--- src/design/pidaw_pkg.sv ---
package pidaw_pkg;

    localparam int GAIN_W         = 24;
    localparam int LIM_W          = 15;
    localparam int SAMPLE_W       = 16;
    localparam int ERR_W          = SAMPLE_W + 1;
    localparam int INT_W          = 16;
    localparam int DIFF_W         = ERR_W + 1;
    localparam int DRIVE_W        = 16;
    localparam int GAIN_FRAC_BITS = 8;
    localparam int PROD_W         = GAIN_W + 1 + DIFF_W;
    localparam int SUM_W          = PROD_W + 2;
    localparam int CFG_ADDR_W     = 3;
    localparam int CFG_DATA_W     = GAIN_W;

    localparam logic signed [ERR_W-1:0] ANGLE_HALF = ERR_W'(4096);
    localparam logic signed [ERR_W-1:0] ANGLE_TURN = ERR_W'(8192);

    localparam logic [GAIN_W-1:0] GAIN_P_RESET         = GAIN_W'(460800);
    localparam logic [GAIN_W-1:0] GAIN_I_RESET         = GAIN_W'(5120);
    localparam logic [GAIN_W-1:0] GAIN_D_RESET         = GAIN_W'(0);
    localparam logic [LIM_W-1:0]  OUTPUT_LIMIT_RESET   = LIM_W'(25000);
    localparam logic [LIM_W-1:0]  INTEGRAL_LIMIT_RESET = LIM_W'(5000);

    typedef enum logic [CFG_ADDR_W-1:0] {
        REG_GAIN_P         = 3'd0,
        REG_GAIN_I         = 3'd1,
        REG_GAIN_D         = 3'd2,
        REG_OUTPUT_LIMIT   = 3'd3,
        REG_INTEGRAL_LIMIT = 3'd4,
        REG_ANGLE_MODE     = 3'd5
    } cfg_reg_t;

    typedef struct packed {
        logic [GAIN_W-1:0] gain_p;
        logic [GAIN_W-1:0] gain_i;
        logic [GAIN_W-1:0] gain_d;
        logic [LIM_W-1:0]  output_limit;
        logic [LIM_W-1:0]  integral_limit;
        logic              angle_mode;
    } cfg_t;

endpackage

--- src/design/pidaw_cfg.sv ---
module pidaw_cfg (
    input  logic                             aclk,
    input  logic                             aresetn,
    input  logic                             cfg_wr_en,
    input  logic [pidaw_pkg::CFG_ADDR_W-1:0] cfg_addr,
    input  logic [pidaw_pkg::CFG_DATA_W-1:0] cfg_wdata,
    output pidaw_pkg::cfg_t                  cfg
);
    import pidaw_pkg::*;

    cfg_t cfg_reg;
    cfg_t cfg_next;

    always_comb begin
        cfg_next = cfg_reg;
        if (cfg_wr_en) begin
            case (cfg_reg_t'(cfg_addr))
                REG_GAIN_P:         cfg_next.gain_p         = cfg_wdata;
                REG_GAIN_I:         cfg_next.gain_i         = cfg_wdata;
                REG_GAIN_D:         cfg_next.gain_d         = cfg_wdata;
                REG_OUTPUT_LIMIT:   cfg_next.output_limit   = cfg_wdata[LIM_W-1:0];
                REG_INTEGRAL_LIMIT: cfg_next.integral_limit = cfg_wdata[LIM_W-1:0];
                REG_ANGLE_MODE:     cfg_next.angle_mode     = cfg_wdata[0];
                default:            cfg_next = cfg_reg;
            endcase
        end
    end

    always_ff @(posedge aclk) begin
        if (!aresetn) begin
            cfg_reg.gain_p         <= GAIN_P_RESET;
            cfg_reg.gain_i         <= GAIN_I_RESET;
            cfg_reg.gain_d         <= GAIN_D_RESET;
            cfg_reg.output_limit   <= OUTPUT_LIMIT_RESET;
            cfg_reg.integral_limit <= INTEGRAL_LIMIT_RESET;
            cfg_reg.angle_mode     <= 1'b0;
        end else begin
            cfg_reg <= cfg_next;
        end
    end

    assign cfg = cfg_reg;

endmodule

--- src/design/pid_step_with_angle_wrap.sv ---
// PID step with optional encoder-angle wrap.
// Input channel s_*: one beat per control sample (reference, measured), valid/ready.
// Result channel m_*: one beat per sample carrying the clamped drive value.
// Config port: cfg_wr_en/cfg_addr/cfg_wdata write one register per cycle with no wait;
// registers are gain_p, gain_i, gain_d (unsigned Q16.8), output_limit, integral_limit
// and angle_mode. Write them only while no sample is in flight.
// From input beat to result beat the stages are: error and integral update,
// the three gain multiplies, then the sum, floor shift and output clamp.
// Throughput is one sample per cycle if not stalled; the error and integral state
// update in the cycle a sample is accepted, so consecutive samples need no spacing.
// When the receiver holds m_ready low with a result waiting, the whole pipeline
// freezes and s_ready drops; nothing is lost or repeated.
// Reset (aresetn low at a clock edge) clears the previous error, the integral,
// all valid flags and returns the registers to their defaults.
module pid_step_with_angle_wrap (
    input  logic                                   aclk,
    input  logic                                   aresetn,
    input  logic                                   cfg_wr_en,
    input  logic [pidaw_pkg::CFG_ADDR_W-1:0]       cfg_addr,
    input  logic [pidaw_pkg::CFG_DATA_W-1:0]       cfg_wdata,
    input  logic                                   s_valid,
    output logic                                   s_ready,
    input  logic signed [pidaw_pkg::SAMPLE_W-1:0]  s_reference,
    input  logic signed [pidaw_pkg::SAMPLE_W-1:0]  s_measured,
    output logic                                   m_valid,
    input  logic                                   m_ready,
    output logic signed [pidaw_pkg::DRIVE_W-1:0]   m_drive
);
    import pidaw_pkg::*;

    cfg_t cfg;

    pidaw_cfg u_cfg (
        .aclk      (aclk),
        .aresetn   (aresetn),
        .cfg_wr_en (cfg_wr_en),
        .cfg_addr  (cfg_addr),
        .cfg_wdata (cfg_wdata),
        .cfg       (cfg)
    );

    logic advance;
    logic accept;

    // controller state
    logic signed [ERR_W-1:0]  prev_err_reg;
    logic signed [INT_W-1:0]  integral_reg;
    logic signed [ERR_W-1:0]  prev_err_next;
    logic signed [INT_W-1:0]  integral_next;

    // stage 1: error terms
    logic                     valid_s1_reg;
    logic signed [DIFF_W-1:0] err_s1_reg;
    logic signed [DIFF_W-1:0] int_s1_reg;
    logic signed [DIFF_W-1:0] diff_s1_reg;

    // stage 2: products
    logic                     valid_s2_reg;
    logic signed [PROD_W-1:0] prod_p_reg;
    logic signed [PROD_W-1:0] prod_i_reg;
    logic signed [PROD_W-1:0] prod_d_reg;

    // stage 3: result
    logic                      out_valid_reg;
    logic signed [DRIVE_W-1:0] drive_reg;
    logic signed [DRIVE_W-1:0] drive_next;

    logic signed [ERR_W-1:0]  err_raw;
    logic signed [ERR_W-1:0]  err_fold;
    logic signed [DIFF_W-1:0] int_sum;
    logic signed [DIFF_W-1:0] int_lim;
    logic signed [DIFF_W-1:0] int_clamped;
    logic signed [DIFF_W-1:0] err_diff;

    logic signed [SUM_W-1:0]  acc;
    logic signed [SUM_W-1:0]  acc_shift;
    logic signed [SUM_W-1:0]  out_lim;
    logic signed [SUM_W-1:0]  out_clamped;

    assign advance = !out_valid_reg || m_ready;
    assign s_ready = advance;
    assign accept  = s_valid && advance;

    always_comb begin
        err_raw = ERR_W'(s_reference) - ERR_W'(s_measured);
        err_fold = err_raw;
        // a single fold; exact half turn stays as is
        if (cfg.angle_mode) begin
            if (err_raw > ANGLE_HALF) begin
                err_fold = err_raw - ANGLE_TURN;
            end else if (err_raw < -ANGLE_HALF) begin
                err_fold = err_raw + ANGLE_TURN;
            end
        end

        int_sum = DIFF_W'(integral_reg) + DIFF_W'(err_fold);
        int_lim = DIFF_W'({1'b0, cfg.integral_limit});
        int_clamped = int_sum;
        if (int_sum > int_lim) begin
            int_clamped = int_lim;
        end
        if (int_clamped < -int_lim) begin
            int_clamped = -int_lim;
        end

        err_diff = DIFF_W'(err_fold) - DIFF_W'(prev_err_reg);

        prev_err_next = prev_err_reg;
        integral_next = integral_reg;
        if (accept) begin
            prev_err_next = err_fold;
            integral_next = int_clamped[INT_W-1:0];
        end
    end

    always_comb begin
        acc = SUM_W'(prod_p_reg) + SUM_W'(prod_i_reg) + SUM_W'(prod_d_reg);
        // floor shift of the Q.8 sum
        acc_shift = acc >>> GAIN_FRAC_BITS;
        out_lim = SUM_W'({1'b0, cfg.output_limit});
        out_clamped = acc_shift;
        if (acc_shift > out_lim) begin
            out_clamped = out_lim;
        end
        if (out_clamped < -out_lim) begin
            out_clamped = -out_lim;
        end
        drive_next = out_clamped[DRIVE_W-1:0];
    end

    always_ff @(posedge aclk) begin
        if (!aresetn) begin
            prev_err_reg  <= '0;
            integral_reg  <= '0;
            valid_s1_reg  <= 1'b0;
            valid_s2_reg  <= 1'b0;
            out_valid_reg <= 1'b0;
        end else begin
            prev_err_reg <= prev_err_next;
            integral_reg <= integral_next;
            if (advance) begin
                valid_s1_reg  <= s_valid;
                valid_s2_reg  <= valid_s1_reg;
                out_valid_reg <= valid_s2_reg;
            end
        end
    end

    always_ff @(posedge aclk) begin
        if (advance) begin
            err_s1_reg  <= DIFF_W'(err_fold);
            int_s1_reg  <= int_clamped;
            diff_s1_reg <= err_diff;
            prod_p_reg  <= $signed({1'b0, cfg.gain_p}) * err_s1_reg;
            prod_i_reg  <= $signed({1'b0, cfg.gain_i}) * int_s1_reg;
            prod_d_reg  <= $signed({1'b0, cfg.gain_d}) * diff_s1_reg;
            drive_reg   <= drive_next;
        end
    end

    assign m_valid = out_valid_reg;
    assign m_drive = drive_reg;

endmodule

--- config.mk ---
export PLATFORM = sky130hd
export DESIGN_NAME = pid_step_with_angle_wrap
export DESIGN_NICKNAME = d
export VERILOG_FILES = /design/src/design/pidaw_pkg.sv /design/src/design/pidaw_cfg.sv /design/src/design/pid_step_with_angle_wrap.sv
export SDC_FILE = /design/constraint.sdc
export NUM_CORES = 2
export LEC_CHECK = 0
export BUFFER_PORTS_ARGS = -buffer_cell sky130_fd_sc_hd__buf_2
export CAP_MARGIN = 20
export CORE_MARGIN = 2
export CORE_UTILIZATION = 40
export DETAILED_ROUTE_END_ITERATION = 10
export GPL_TIMING_DRIVEN = 0
export SYNTH_ARGS = -nofsm -noshare
export SYNTH_HDL_FRONTEND = slang
export SYNTH_SLANG_ARGS = --single-unit
--- constraint.sdc ---
create_clock -name aclk -period 28.5 [get_ports aclk]
set_input_delay 1.425 -clock aclk [delete_from_list [all_inputs] [get_ports aclk]]
set_output_delay 1.425 -clock aclk [all_outputs]
set_load 0.005 [all_outputs]
==> impl_metrics.tcl <==
set metrics [dict create \
    status "completed" \
    report.final.slew_viol_count 0 \
    cts.sinks 336 \
    cts_tree "yes" \
    relSlewSlack 0.214 \
    grt_usage 0.246 \
    cap_violations 0 \
    arrival_ps 13310 \
    core_sq_mm 0.150 \
    drc_errors 0 \
    placementRows 142 \
    async_reset_ff_frac 0 \
    seqCellArea_sq_mm 0.00870 \
    clk_latency_ps 640 \
    drt_pass1_iterations 6 \
    synth_compound_area_frac 0.0710 \
    numCtsBuffers 40 \
    numPortBuffers 80 \
    multi_input_area_sq_mm 0.0456 \
    dpl.hpwl_um 157000 \
    die_h_um 392 \
    end_kind "flop" \
    fillers 14900 \
    die_area_sq_mm 0.154 \
    synth_mux_area_frac 0.00608 \
    setup_viol 0 \
    total_power_mw 7.70 \
    timing.hold.worst.class "reg2reg" \
    critical_path_class "in2reg" \
    worstPathRequired_ps 28700 \
    num_vias 46100 \
    syn2layout_area_growth_pct 7.26 \
    grt_antenna_before_repair 7 \
    drt_iter0_drc 3816 \
    final_cell_mix "inv_1, nand2_1, fa_1" \
    die_width_um 392 \
    synth_seq_cells 336 \
    crit_slowest_cell "nor3_1" \
    grt_pass1_vias 46800 \
    crit_fanout 10 \
    power_density_mw_per_mm2 119 \
    ys_seq_area_frac 0.144 \
    cts_hold_buf 0 \
    path_clk_slew_ps 60 \
    gp_congestion 0.971 \
    synth_xor_area_frac 0.0286 \
    layout.nets 8551 \
    fin_crit_ps 13110 \
    yosys.area.top_type "fa_1" \
    ys_top_cells_by_area "fa_1, ha_1, edfxtp_1" \
    cts_resized 0 \
    tightest_slew_ps 1180 \
    cts_buffer_depth 3 \
    min_period_over_period 0.460 \
    rsz0062_at_grt "false" \
    cp_slowest_stage_delay_ps 890 \
    path_buf_inv 9 \
    initial_core_util 0.403 \
    p_leak_nw 30.5 \
    cp_common_cell "a21oi_1" \
    synth_edf_count 197 \
    yosys.area_share.simple 0.165 \
    avgViaCountPerCell 5.22 \
    ys.flop_type "edfxtp_1" \
    tns_ps 0 \
    synth_top_family_by_area "adder cells" \
    ioPinCount 82 \
    yosysUniqueCellTypes 79 \
    whs_ps 454 \
    max-vdd-ir-drop_mv 0.156 \
    critPathTopFamily "compound AO/OA/AOI/OAI gates" \
    grt-ovfl-total 0 \
    drive_gt1_frac 0.0280 \
    synth.avg_cell_area_sq_um 9.05 \
    crit_path_start_kind "primary input" \
    final_common_cell "inv_1" \
    grt_first_pass_wirelength_um 284000 \
    netlist_area_sq_mm 0.0603 \
    finClkSkew_ps 85.2 \
    cts_setup_buffers 0 \
    wl_per_cell_um 21.1 \
    ctsHtreeMaxLevel 2 \
    synth_cells 6665 \
    fmax_ghz 0.0763 \
    placed_area_sq_mm 0.0633 \
    final_cell_area_sq_mm 0.0647 \
    syn-num-nets 8426 \
    largest_register_ffs 103 \
    wl_um 187000 \
    yosysTopAreaCellShare 0.358 \
    grt_max_degree 126 \
    yosys_warnings 0 \
    synthAdderAreaFrac 0.486 \
    drtAntennaViolNets 0 \
    hold_viol_final 0 \
    cts_root_buffer "clkbuf_16" \
]
area by class of cell:
type	count	share of cell area
multi-input cells	4752	0.706
flip-flops and latches	336	0.134
inverters	1272	0.0739
well taps	2016	0.0390
plain buffers	305	0.0183
clock buffers	46	0.0163
repair buffers	83	0.00685
clock inverters	28	0.00536
diodes	3	0.000116
path summary, 6_finish.rpt:
path | from | to | slack (ps) | cells past startpoint
setup reg to reg | integral_reg[0]$_SDFFE_PN0P_ | int_s1_reg[2]$_DFFE_PN_ | 18350 | 40
hold / removal | prev_err_reg[5]$_SDFFE_PN0P_ | prev_err_reg[5]$_SDFFE_PN0P_ | 450 | 2
setup / recovery | s_reference[0] | int_s1_reg[2]$_DFFE_PN_ | 15390 | 49
hold reg to reg | prev_err_reg[5]$_SDFFE_PN0P_ | prev_err_reg[5]$_SDFFE_PN0P_ | 450 | 2
cells in the mapped netlist (all sizes together), types with 101 or more instances:
library cell     n
a21oi          289
and2           433
clkbuf         291
dfxtp          139
edfxtp         197
fa            1078
ha             619
inv           1271
nand2         1116
nand2b         101
nor2           201
o21ai          129
xnor2          140
layer usage:
layer / track usage / share of wire / up-vias
met4: 0.0633 / 0.029 / 4
met3: 0.0427 / 0.084 / 259
met5: 0 / 0.00014 / -
met1: 0.352 / 0.44 / 23400
li1: - / - / 20800
met2: 0.385 / 0.44 / 1669
metrics by stage:
| stage | worst slack (ps) | std cells | util |
|---|---|---|---|
| 6_report | 15390 | 8841 | 0.432 |
| 5_1_grt | 14900 | 8838 | 0.432 |
| 4_1_cts | 15770 | 8837 | 0.432 |
| 3_5_place_dp | 15250 | 8763 | 0.422 |
| 3_3_place_gp | 15100 | 8761 | 0.422 |
| 2_1_floorplan | 18110 | 6665 | - |
worst reg2reg max path, delay by kind of cell, from the launching register on:
family | cells | cell delay, ps
compound gates | 21 | 3900
xor+xnor | 1 | 390
fa+ha+maj | 4 | 1270
buf+inv | 5 | 1140
flops | 1 | 330
simple gates | 9 | 2660
where the power goes:
group / total (mW) / switching, mW / leakage [nW] / internal, mW
combinational: 6.10 / 3.89 / 26.5 / 2.21
sequential: 1.05 / 0.217 / 3.29 / 0.831
clock: 0.556 / 0.240 / 0.675 / 0.317
cells by family (layout without fill, tap and decap cells):
| kind of cell | Yosys count | after routing |
|---|---|---|
| flip-flops | 336 | 336 |
| buffers and inverters | 1577 | 1734 |
| adder cells (fa/ha/maj) | 1697 | 1697 |
| AO/OA/AOI/OAI | 694 | 694 |
| AND/OR/NAND/NOR | 2129 | 2129 |
| multiplexers | 36 | 36 |
| other | 0 | 3 |
| XOR/XNOR | 196 | 196 |
Power figures use the tool's default switching activity.
